File: src/hw/rtl/best_shot_lane_selector_core_assert.svh
// ---------------------------------------------------------------------------
// Assertion macros for the best shot lane selector
// Concurrent assertion wrappers clocked on clk, with and without reset gating.
// ---------------------------------------------------------------------------
`ifndef BEST_SHOT_LANE_SELECTOR_CORE_ASSERT_SVH
`define BEST_SHOT_LANE_SELECTOR_CORE_ASSERT_SVH

// Checked only while reset is low.
`define BSLS_ASSERT(label, prop, msg) \
  label: assert property (@(posedge clk) disable iff (rst) prop) else $error(msg);

// Checked at every clock edge, reset included.
`define BSLS_ASSERT_ALWAYS(label, prop, msg) \
  label: assert property (@(posedge clk) prop) else $error(msg);

`endif

File: src/hw/rtl/bsls_pkg.sv
// ---------------------------------------------------------------------------
// Best shot lane selector package
// Shared widths, register indexes and constants.
// ---------------------------------------------------------------------------
`timescale 1ns / 1ps

package bsls_pkg;

  localparam int NUM_W = 51;   // |cross| * isqrt(v.v) numerator
  localparam int DEN_W = 35;   // projection e.v
  localparam int Q_W   = 16;   // lane score

  localparam logic [Q_W-1:0] SCORE_MAX = 16'hFFFF;

  localparam logic [2:0] CFG_GOAL_CENTER_X   = 3'd0;
  localparam logic [2:0] CFG_GOAL_CENTER_Y   = 3'd1;
  localparam logic [2:0] CFG_MOUTH_WIDTH     = 3'd2;
  localparam logic [2:0] CFG_BLOCK_RADIUS_MM = 3'd3;
  localparam logic [2:0] CFG_STEP_MM         = 3'd4;

  localparam logic [1:0] STATUS_FOUND    = 2'd0;
  localparam logic [1:0] STATUS_BLOCKED  = 2'd1;
  localparam logic [1:0] STATUS_OVERFLOW = 2'd2;

  localparam logic OP_ADD = 1'b0;

  typedef logic [Q_W-1:0] score_t;

endpackage

File: src/hw/rtl/bsls_div.sv
// ---------------------------------------------------------------------------
// Lane score divider
// Restoring divider, one quotient bit a cycle, saturating at the score limit.
// ---------------------------------------------------------------------------
`timescale 1ns / 1ps

module bsls_div (
  input  logic                       clk,
  input  logic                       rst,
  input  logic                       start,
  input  logic [bsls_pkg::NUM_W-1:0] num,
  input  logic [bsls_pkg::DEN_W-1:0] den,
  output logic                       done,
  output bsls_pkg::score_t           quot
);
  import bsls_pkg::*;

  logic             busy;
  logic [3:0]       cnt;
  logic [NUM_W-1:0] rem;
  logic [NUM_W-1:0] dsh;
  logic             ge;

  assign ge = (rem >= dsh);

  always_ff @(posedge clk) begin
    if (rst) begin
      busy <= 1'b0;
      done <= 1'b0;
    end else begin
      done <= 1'b0;
      if (start) begin
        // A quotient that cannot fit in sixteen bits saturates at once.
        if (num >= {den, 16'b0}) begin
          quot <= SCORE_MAX;
          done <= 1'b1;
        end else begin
          rem  <= num;
          dsh  <= {1'b0, den, 15'b0};
          cnt  <= 4'd15;
          busy <= 1'b1;
        end
      end else if (busy) begin
        if (ge) begin
          rem <= rem - dsh;
        end
        quot <= {quot[Q_W-2:0], ge};
        dsh  <= {1'b0, dsh[NUM_W-1:1]};
        if (cnt == 4'd0) begin
          busy <= 1'b0;
          done <= 1'b1;
        end else begin
          cnt <= cnt - 4'd1;
        end
      end
    end
  end

endmodule

File: src/hw/rtl/best_shot_lane_selector_core.sv
// Words are taken one at a time; a single shared 35x21 multiplier and a
//   bit-serial divider do the arithmetic, with a bit-serial square root per lane.
// Reset: synchronous, active high; clears the sequencer, opponent count,
//   overflow flag and output valid, and loads the configuration defaults.
// ---------------------------------------------------------------------------
// Best shot lane selector core
// Picks the clearest lane from the ball to points across the goal mouth.
// ---------------------------------------------------------------------------
`timescale 1ns / 1ps
`include "best_shot_lane_selector_core_assert.svh"

module best_shot_lane_selector_core #(
  parameter int MAX_OPPONENTS  = 16,
  parameter int NUM_CANDIDATES = 19
) (
  input  logic               clk,
  input  logic               rst,
  input  logic               cfg_we,
  input  logic [2:0]         cfg_index,
  input  logic [15:0]        cfg_data,
  input  logic               in_valid,
  output logic               in_stall,
  input  logic               opcode,
  input  logic signed [15:0] pos_x,
  input  logic signed [15:0] pos_y,
  output logic               out_valid,
  input  logic               out_stall,
  output logic signed [15:0] target_x,
  output logic signed [15:0] target_y,
  output logic [15:0]        clearance_mm,
  output logic [1:0]         status
);
  import bsls_pkg::*;

  localparam int CNT_W = $clog2(MAX_OPPONENTS + 1);
  localparam int IDX_W = (MAX_OPPONENTS > 1) ? $clog2(MAX_OPPONENTS) : 1;
  localparam int K_W   = (NUM_CANDIDATES > 1) ? $clog2(NUM_CANDIDATES) : 1;
  localparam int CX_W  = $clog2(32768 + 2048 + 1024 * NUM_CANDIDATES) + 2;

  localparam logic [4:0] S_IDLE = 5'd0,  S_LANE = 5'd1,  S_VV0  = 5'd2,  S_VV1  = 5'd3,
                         S_SQRT = 5'd4,  S_R2   = 5'd5,  S_R2VV = 5'd6,  S_OPP  = 5'd7,
                         S_DOT0 = 5'd8,  S_DOT1 = 5'd9,  S_CR0  = 5'd10, S_CR1  = 5'd11,
                         S_AC0  = 5'd12, S_AC1  = 5'd13, S_TEST = 5'd14, S_NUM  = 5'd15,
                         S_DIV  = 5'd16, S_LEND = 5'd17, S_DONE = 5'd18;

  // Configuration
  logic signed [15:0] goal_cx, goal_cy;
  logic [11:0]        goal_w;
  logic [9:0]         radius, step;

  // Opponent store
  logic signed [15:0] opp_x [MAX_OPPONENTS];
  logic signed [15:0] opp_y [MAX_OPPONENTS];
  logic [CNT_W-1:0]   count;
  logic               overflow;

  // Sequencer
  logic [4:0]         state, state_next;
  logic signed [15:0] bx, by, tx;
  logic signed [CX_W-1:0] cx;
  logic [K_W-1:0]     k;
  logic [CNT_W-1:0]   i;
  logic [33:0]        vv;
  logic [16:0]        s;
  logic [4:0]         sb;
  logic [19:0]        r2;
  logic [53:0]        r2vv;
  logic signed [34:0] dot, cr;
  logic [67:0]        acc;
  score_t             lane_best, best;
  logic               blocked, found;
  logic signed [15:0] best_x;

  // Shared multiplier
  logic signed [34:0] mul_a;
  logic signed [20:0] mul_b;
  logic signed [55:0] prod;

  logic signed [16:0] vx, vy, ex, ey;
  logic [33:0]        acr;
  logic [16:0]        trial;
  logic               vv_zero;
  logic signed [34:0] dsum;
  logic               div_done;
  score_t             div_q;
  logic               in_acc, out_load;

  assign in_stall = (state != S_IDLE);
  assign in_acc   = in_valid && !in_stall;
  assign out_load = (state == S_DONE) && (!out_valid || !out_stall);

  assign vx = 17'(tx) - 17'(bx);
  assign vy = 17'(goal_cy) - 17'(by);
  assign ex = 17'(opp_x[i[IDX_W-1:0]]) - 17'(bx);
  assign ey = 17'(opp_y[i[IDX_W-1:0]]) - 17'(by);
  assign acr = cr[34] ? 34'(-cr) : cr[33:0];
  assign trial = s | (17'd1 << sb);
  assign vv_zero = (vv == 34'd0);
  assign dsum = dot + 35'(prod);

  always_comb begin
    mul_a = '0;
    mul_b = '0;
    case (state)
      S_VV0:  begin mul_a = 35'(vx); mul_b = 21'(vx); end
      S_VV1:  begin mul_a = 35'(vy); mul_b = 21'(vy); end
      S_SQRT: begin mul_a = {18'b0, trial}; mul_b = {4'b0, trial}; end
      S_R2:   begin mul_a = {25'b0, radius}; mul_b = {11'b0, radius}; end
      S_R2VV: begin mul_a = {1'b0, vv}; mul_b = {1'b0, r2}; end
      S_DOT0: begin mul_a = 35'(ex); mul_b = vv_zero ? 21'(ex) : 21'(vx); end
      S_DOT1: begin mul_a = 35'(ey); mul_b = vv_zero ? 21'(ey) : 21'(vy); end
      S_CR0:  begin mul_a = 35'(ex); mul_b = 21'(vy); end
      S_CR1:  begin mul_a = 35'(ey); mul_b = 21'(vx); end
      S_AC0:  begin mul_a = {1'b0, acr}; mul_b = {4'b0, acr[16:0]}; end
      S_AC1:  begin mul_a = {1'b0, acr}; mul_b = {4'b0, acr[33:17]}; end
      S_NUM:  begin mul_a = {1'b0, acr}; mul_b = {4'b0, s}; end
      default: begin mul_a = '0; mul_b = '0; end
    endcase
  end

  assign prod = 56'(mul_a) * 56'(mul_b);

  bsls_div u_div (
    .clk   (clk),
    .rst   (rst),
    .start (state == S_NUM),
    .num   (prod[NUM_W-1:0]),
    .den   (dot),
    .done  (div_done),
    .quot  (div_q)
  );

  always_comb begin
    state_next = state;
    case (state)
      S_IDLE: if (in_acc && opcode != OP_ADD) state_next = S_LANE;
      S_LANE: state_next = S_VV0;
      S_VV0:  state_next = S_VV1;
      S_VV1:  state_next = S_SQRT;
      S_SQRT: if (sb == 5'd0) state_next = S_R2;
      S_R2:   state_next = S_R2VV;
      S_R2VV: state_next = S_OPP;
      S_OPP:  state_next = (i == count) ? S_LEND : S_DOT0;
      S_DOT0: state_next = S_DOT1;
      S_DOT1: begin
        if (vv_zero) state_next = (dsum < 35'(r2)) ? S_LEND : S_OPP;
        else         state_next = dsum[34] ? S_OPP : S_CR0;
      end
      S_CR0:  state_next = S_CR1;
      S_CR1:  state_next = S_AC0;
      S_AC0:  state_next = S_AC1;
      S_AC1:  state_next = S_TEST;
      S_TEST: begin
        if (acc < 68'(r2vv))   state_next = S_LEND;
        else if (dot == '0)    state_next = S_OPP;
        else                   state_next = S_NUM;
      end
      S_NUM:  state_next = S_DIV;
      S_DIV:  if (div_done) state_next = S_OPP;
      S_LEND: state_next = (k == K_W'(NUM_CANDIDATES - 1)) ? S_DONE : S_LANE;
      S_DONE: if (out_load) state_next = S_IDLE;
      default: state_next = S_IDLE;
    endcase
  end

  always_ff @(posedge clk) begin
    if (rst) begin
      state     <= S_IDLE;
      count     <= '0;
      overflow  <= 1'b0;
      out_valid <= 1'b0;
      goal_cx   <= 16'sd0;
      goal_cy   <= 16'sd4500;
      goal_w    <= 12'd1000;
      radius    <= 10'd112;
      step      <= 10'd50;
    end else begin
      state <= state_next;

      if (cfg_we) begin
        case (cfg_index)
          CFG_GOAL_CENTER_X:   goal_cx <= cfg_data;
          CFG_GOAL_CENTER_Y:   goal_cy <= cfg_data;
          CFG_MOUTH_WIDTH:     goal_w  <= cfg_data[11:0];
          CFG_BLOCK_RADIUS_MM: radius  <= cfg_data[9:0];
          CFG_STEP_MM:         step    <= cfg_data[9:0];
          default: ;
        endcase
      end

      if (out_load) begin
        out_valid <= 1'b1;
      end else if (out_valid && !out_stall) begin
        out_valid <= 1'b0;
      end

      case (state)
        S_IDLE: begin
          if (in_acc) begin
            if (opcode == OP_ADD) begin
              if (count < CNT_W'(MAX_OPPONENTS)) begin
                opp_x[count[IDX_W-1:0]] <= pos_x;
                opp_y[count[IDX_W-1:0]] <= pos_y;
                count <= count + 1'b1;
              end else begin
                overflow <= 1'b1;
              end
            end else begin
              bx    <= pos_x;
              by    <= pos_y;
              k     <= '0;
              found <= 1'b0;
              cx    <= CX_W'(goal_cx) - CX_W'({1'b0, goal_w[11:1]})
                       + CX_W'({1'b0, step});
            end
          end
        end
        S_LANE: begin
          if (cx > CX_W'(32767))        tx <= 16'sh7FFF;
          else if (cx < -CX_W'(32768))  tx <= -16'sh8000;
          else                          tx <= cx[15:0];
          blocked   <= 1'b0;
          lane_best <= SCORE_MAX;
        end
        S_VV0: vv <= prod[33:0];
        S_VV1: begin
          vv <= vv + prod[33:0];
          s  <= '0;
          sb <= 5'd16;
        end
        S_SQRT: begin
          // One root bit a cycle: keep the bit when its square still fits.
          if (prod[34:0] <= {1'b0, vv}) s <= trial;
          sb <= sb - 5'd1;
        end
        S_R2:   r2   <= prod[19:0];
        S_R2VV: begin
          r2vv <= prod[53:0];
          i    <= '0;
        end
        S_DOT0: dot <= 35'(prod);
        S_DOT1: begin
          // With the ball on the target, the sum is the squared distance.
          dot <= dsum;
          if (vv_zero) begin
            if (dsum < 35'(r2)) blocked <= 1'b1;
            else i <= i + 1'b1;
          end else if (dsum[34]) begin
            i <= i + 1'b1;
          end
        end
        S_CR0: cr <= 35'(prod);
        S_CR1: cr <= cr - 35'(prod);
        S_AC0: acc <= 68'(prod[50:0]);
        S_AC1: acc <= acc + {prod[50:0], 17'b0};
        S_TEST: begin
          if (acc < 68'(r2vv)) blocked <= 1'b1;
          else if (dot == '0)  i <= i + 1'b1;
        end
        S_DIV: begin
          if (div_done) begin
            if (div_q < lane_best) lane_best <= div_q;
            i <= i + 1'b1;
          end
        end
        S_LEND: begin
          if (!blocked && (!found || lane_best > best)) begin
            best   <= lane_best;
            best_x <= tx;
            found  <= 1'b1;
          end
          k  <= k + 1'b1;
          cx <= cx + CX_W'({1'b0, step});
        end
        S_DONE: begin
          if (out_load) begin
            target_x     <= found ? best_x : goal_cx;
            target_y     <= goal_cy;
            clearance_mm <= found ? best : 16'd0;
            status       <= overflow ? STATUS_OVERFLOW :
                            (found ? STATUS_FOUND : STATUS_BLOCKED);
            count        <= '0;
            overflow     <= 1'b0;
          end
        end
        default: ;
      endcase
    end
  end

  `BSLS_ASSERT(a_word_from_done, $rose(out_valid) |-> $past(state) == S_DONE, "stray result")
  `BSLS_ASSERT(a_count_bound, count <= CNT_W'(MAX_OPPONENTS), "opponent count beyond store")
  `BSLS_ASSERT(a_store_cleared, out_load |=> count == '0 && !overflow, "store not cleared")

endmodule
File: config.mk
export PLATFORM = sky130hd
export DESIGN_NAME = best_shot_lane_selector_core
export DESIGN_NICKNAME = d
export VERILOG_FILES = /design/src/hw/rtl/bsls_pkg.sv /design/src/hw/rtl/bsls_div.sv /design/src/hw/rtl/best_shot_lane_selector_core.sv
export VERILOG_INCLUDE_DIRS = /design/src /design/src/hw/rtl
export SDC_FILE = /design/constraint.sdc
export NUM_CORES = 2
export LEC_CHECK = 0
export BUFFER_PORTS_ARGS = -buffer_cell sky130_fd_sc_hd__buf_2
export CORE_UTILIZATION = 33
export DETAILED_ROUTE_END_ITERATION = 8
export GPL_TIMING_DRIVEN = 0
export SYNTH_ARGS = -nofsm -noshare
export SYNTH_HDL_FRONTEND = slang
export SYNTH_SLANG_ARGS = --single-unit
File: constraint.sdc
create_clock -name clk -period 21.1 [get_ports clk]
set_clock_uncertainty 0.05 [all_clocks]
set_input_delay 2.11 -clock clk [delete_from_list [all_inputs] [get_ports clk]]
set_output_delay 2.11 -clock clk [all_outputs]
set_load 0.005 [all_outputs]
# Word level (Yosys, flattened, before mapping)
# Memory sizes are Yosys's and may differ from the RTL's. A register that Yosys moved wholly into a read port is not among the register bits.
# Cells that the tools add are included.
[totals]
memories = 2
inputBits = 57
ff_bits = 644
ram_bits = 512
[mem_list]
columns = ["memory", "words", "word_bits", "rd", "rd_ports_with_merged_regs", "wr", "line", "rtl"]
rows = [
  ["opp_x", 16, 16, 1, 1, 1, "best_shot_lane_selector_core.sv:52", "logic signed [15:0] opp_x [MAX_OPPONENTS];"],
  ["opp_y", 16, 16, 1, 1, 1, "best_shot_lane_selector_core.sv:53", "logic signed [15:0] opp_y [MAX_OPPONENTS];"],
]
[classes]
bitwise_logic = 2
n_mux = 92
n_eq_ne = 46
multipliers = 1
addsub = 18
shifts = 1
order_cmp = 10
n_reduce_logical = 66
[op_table]
columns = ["cell", "count"]
rows = [
  ["51-bit two-way mux", 7],
  ["35-bit case mux with 8 select lines", 1],
  ["21-bit case mux with 10 select lines", 1],
  ["35-bit case mux with 2 select lines", 2],
  ["68-bit case mux with 2 select lines", 1],
  ["16-bit two-way mux", 7],
  ["51-bit >= comparator", 2],
  ["5-bit two-way mux", 20],
  ["5-bit case mux with 19 select lines", 1],
  ["68-bit adder", 1],
  ["68-bit by 54-bit < comparator with 1-bit output", 1],
  ["34-bit case mux with 2 select lines", 1],
  ["16-bit by 16-bit subtractor with 17-bit output", 4],
  ["35-bit by 21-bit multiplier with 54-bit output", 1],
  ["51-bit subtractor", 1],
  ["21-bit two-way mux", 2],
  ["5-bit by 4-bit == test with 1-bit output (second input constant)", 8],
  ["18-bit two-way mux", 2],
  ["2-bit != test (second input constant)", 18],
  ["18-bit case mux with 2 select lines", 1],
  ["35-bit adder", 1],
  ["35-bit by 34-bit <= comparator with 1-bit output", 1],
  ["35-bit zero test", 1],
  ["35-bit by 20-bit < comparator with 1-bit output", 1],
  ["55 further kinds", 150],
]

# Longest topological paths before layout
[depth]
ltp_word = 10
depth_mapped = 58
mapped_depth_nobuf = 55

# By module
# From an unflattened synthesis, not the netlist that was laid out.
[unflattened]
cells_unflattened = 8649
area_unflattened_um2 = 90787.1
[modules_own_cells]
columns = ["mod", "cells_each", "n_inst", "area_each_um2", "seq_area_each_um2"]
rows = [
  ["best_shot_lane_selector_core", 7603, 1, 81428.1, 30289.0],
  ["bsls_div", 1046, 1, 9359.0, 3673.5],
]

# Worst setup path after synthesis
# Ideal clock, no wire load.
[synth_path]
path_type = "register to register"
from = "register (tool-made name)"
to = "register u_div.rem[0] (enable)"
t_arrival_ns = 16.560
path_stages_with_launch = 51
setup_time_ns = 0.536
t_required_ns = 20.514
path_slack_ns = 3.954
path_cell_list = "dfxtp_1 > clkbuf_1 > buf_1 > mux4_2 > mux4_2 > fa_1 > nand3_1 > a21boi_0 > o21ai_0 > a211oi_1 > o41a_1 > nor4_1 > nor4_1 > o211ai_1 > clkbuf_1 > a221o_1 > clkbuf_1 > nand2_1 > [15 not listed] > a2111oi_0 > o21ai_0 > nand2_1 > nand2_1 > o21ai_0 > nand2b_1 > xor2_1 > ha_1 > a21o_1 > a21o_1 > a21o_1 > a21o_1 > a21o_1 > a221o_1 > a21oi_1 > o41a_1 > o21ai_2 > a211oi_1"
[synth_rtl]
columns = ["element", "line", "rtl"]
rows = [
  ["end signal: assignment", "bsls_div.sv:38", "rem <= num;"],
  ["end signal: assignment", "bsls_div.sv:45", "rem <= rem - dsh;"],
  ["end: declaration", "bsls_div.sv:20", "logic [NUM_W-1:0] rem;"],
]

==> results.py <==
metrics = {
    "floorplan": {
        "placementRows": 191,
        "coreArea_sq_um": 272000,
        "initial_core_util": 0.333,
        "ios": 109,
        "die_y_microns": 526,
        "die_w_microns": 526,
        "die_area_sq_um": 277000,
    },
    "finish": {
        "fillers": 26700,
        "multi_input_area_sq_um": 51200,
        "areaGrowthSynthToFinish_pct": 11.9,
        "fin_area_sq_um": 101000,
        "layout-drive-gt1-share": 0.0773,
        "regArea_sq_um": 34000,
        "layout.nets": 10400,
    },
    "global_route": {
        "antenna_found_initial": 35,
        "grt_first_pass_wirelength_mm": 483,
        "grt_usage": 0.239,
        "grt-ovfl-total": 0,
        "grt_pass1_vias": 69100,
        "grt_max_degree": 32,
    },
    "clock_network": {
        "postCtsHoldBufs": 0,
        "numCtsBuffers": 120,
        "path_clk_slew_ps": 60,
        "worstSkewPairLatency_ps": 840,
        "post-cts-setup-buffers": 0,
        "clkSinkCount": 1158,
        "cts_tree": "yes",
        "cts_buffer_depth": 3,
        "cts_resized": 0,
        "clock-root-buffer": "clkbuf_16",
        "htree_levels": 3,
    },
    "synth": {
        "ys.flop_type": "edfxtp_1",
        "synth-simple-area-share": 0.120,
        "synth_edf_count": 1077,
        "synth.distinct_cells": 99,
        "yosys-mux-area-fraction": 0.0435,
        "async_flop_share": 0,
        "synth_compound_area_frac": 0.118,
        "synth_xor_area_frac": 0.0330,
        "synth_seq_cells": 1158,
        "synth_top_family_by_area": "adder cells",
        "netlist_area_sq_um": 90600,
        "netlist_instances": 8625,
        "syn_area_per_cell_sq_um": 10.5,
        "synth_adder_area_share": 0.247,
        "synth_nets": 10000,
        "synth_warnings": 0,
        "seq_area_frac_synth": 0.375,
    },
    "pwr": {
        "combinationalPowerShare": 0.107,
        "internal-power_uw": 3910,
        "seqPwrFrac": 0.477,
        "power_frac_clock": 0.416,
        "p_switching_uw": 1400,
        "power_leakage_uw": 0.0416,
        "swShare": 0.264,
        "vdd_drop_max_mv": 0.0884,
        "power.total_uw": 5310,
        "p_per_area_nw_per_um2": 52.5,
    },
    "critical_path": {
        "slowest_stage": "buf_1",
        "path_class": "reg2reg",
        "cp_common_cell": "fa_1",
        "crit_family": "compound AO/OA/AOI/OAI gates",
        "crit_buf_inv": 10,
        "max_stage_delay_ps": 940,
        "crit_path_max_fanout": 10,
        "arrival_ps": 20540,
        "endpoint_kind": "flop",
        "cp-start-kind": "flop",
        "worstPathRequired_ps": 21520,
    },
    "route": {
        "drtIter0Drc": 6972,
        "vias_per_cell": 5.49,
        "postRouteAntennaNets": 0,
        "drtPass1Iterations": 6,
        "routedWlPerCell_microns": 26.7,
        "drc_errors": 0,
        "via_count": 69400,
        "routed_wl_mm": 338,
    },
    "sta": {
        "period_minus_slack_ps": 20130,
        "relSlewSlack": -0.0540,
        "worst_pin_slew_ps": 1570,
        "drv_slew": 15,
        "setup_viol": 0,
        "hold_violations": 0,
        "rsz0062_at_grt": "no",
        "max_freq_mhz": 49.7,
        "post-route-period-util": 0.954,
    },
    "place": {
        "post_dp_cell_area_sq_um": 97300,
        "gp_congestion": 1.07,
        "portBuffers": 107,
        "dp_hpwl_mm": 272,
    },
    "job": {
        "maxCapViolations": 2,
    },
    "status": {
        "status": "finished, violations left",
        "failed_checks": "max-capacitance violations, max-slew violations",
    },
    "worst_hold_path": {
        "hp-start": "goal_cx[15]",
        "holdCritPathClass": "reg2reg",
    },
}
[flip-flops by register name, summed over array words and instances, names as in the netlist, 17 cells and up, named ones only]
name,cells
acc,68
cr,35
cx,18
dot,35
opp_x,256
opp_y,256
r2,20
r2vv,54
s,17
u_div.dsh,50
u_div.rem,51
vv,34
[cell families (layout without fill, tap and decap cells)]
logic type | Yosys count | count (layout)
simple gates | 2368 | 2368
mux | 192 | 192
flops | 1158 | 1158
fa+ha+maj | 1348 | 1348
buf+inv | 1547 | 1972
compound gates | 1673 | 1673
other cells | 0 | 9
xor+xnor | 339 | 339
[synth_stat cells (all sizes together) (38+ instances only)]
cell / count / area [sq um]
fa: 729 / 14600
nand2b: 96 / 608
and2: 172 / 1080
or3: 39 / 249
inv: 1209 / 4540
o31ai: 47 / 367
nor2b: 66 / 413
dfxtp: 81 / 1620
nor2: 504 / 1890
nor4: 45 / 303
a21o: 181 / 1360
a31oi: 45 / 282
nand2: 1043 / 3940
and3: 40 / 250
o21ai: 409 / 2050
or2: 38 / 238
a211oi: 59 / 443
ha: 619 / 7740
edfxtp: 1077 / 32300
xor2: 116 / 1020
o21bai: 49 / 368
nand3: 106 / 531
mux4: 160 / 3600
nor3: 111 / 556
nand4: 61 / 382
a21oi: 483 / 2420
buf: 41 / 174
xnor2: 222 / 1950
o21a: 83 / 623
clkbuf: 296 / 1110
[through the flow]
step | hold WS [ps] | utilization | std cells | setup slack, ps | TNS (ps)
finish | 407 | 0.373 | 12600 | 974 | 0
floorplan | 376 | - | 8625 | 3950 | 0
CTS | 405 | 0.373 | 12600 | 1170 | 0
detailed placement | 396 | 0.358 | 12400 | 1200 | 0
global route | 425 | 0.373 | 12600 | 472 | 0
global placement | 394 | 0.352 | 12300 | -4580 | -336510
[power groups by stage]
stage	Clock (uW)	Combinational, uW	Sequential (uW)
after CTS	2230	554	2530
after detailed placement	0	551	2580
after global routing	2320	601	2530
after floorplan	0	317	2570
final	2210	567	2530
after global placement	0	526	2580
[path summary, 6_finish.rpt]
check | slack, ps | end | cells past startpoint
setup / recovery | 970 | i[3] | 49
hold reg to reg | 410 | goal_cx[15] | 2
setup reg to reg | 970 | i[3] | 49
hold / removal | 410 | goal_cx[15] | 2
[worst reg2reg max path: cells and delay by family, from the launching register on]
kind | cells | cell delay (ps)
xor gates and xnor gates | 2 | 1390
buffers and inverters | 10 | 4460
AOI/OAI and AO/OA | 15 | 5410
muxes | 2 | 1210
adders and majority gates | 10 | 4870
and+or+nand+nor | 10 | 2070
DFF | 1 | 320
[layout by cell type (no fill, tap or decap), drive strengths merged, types with 66 or more instances in the layout]
cell type | netlist | layout
a21oi | 483 | 483
nor2 | 504 | 504
a21o | 181 | 181
edfxtp | 1077 | 1077
nand2b | 96 | 96
dfxtp | 81 | 81
o21ai | 409 | 409
nand2 | 1043 | 1043
nand3 | 106 | 106
nor2b | 66 | 66
mux4 | 160 | 160
nor3 | 111 | 111
ha | 619 | 619
buf | 41 | 238
clkbuf | 296 | 435
fa | 729 | 729
xor2 | 116 | 116
o21a | 83 | 83
and2 | 172 | 172
inv | 1209 | 1219
xnor2 | 222 | 222
[per-layer routing]
metal	track usage	part of all wire	vias to the layer above
li1	-	-	30400
met1	0.308	0.40	35100
met2	0.387	0.46	3135
met3	0.0507	0.087	771
met4	0.104	0.053	30
met5	0	0.00054	-
[cell type report]
cell class / instances / area share
plain buffers: 337 / 0.0127
repair buffers: 199 / 0.0176
multi-input cells: 5920 / 0.506
clock inverters: 89 / 0.00937
well taps: 3570 / 0.0441
clock buffers: 137 / 0.0303
flip-flops and latches: 1158 / 0.335
diodes: 9 / 0.000222
inverters: 1210 / 0.0449
Note: power is estimated with default switching activity, not from simulation.
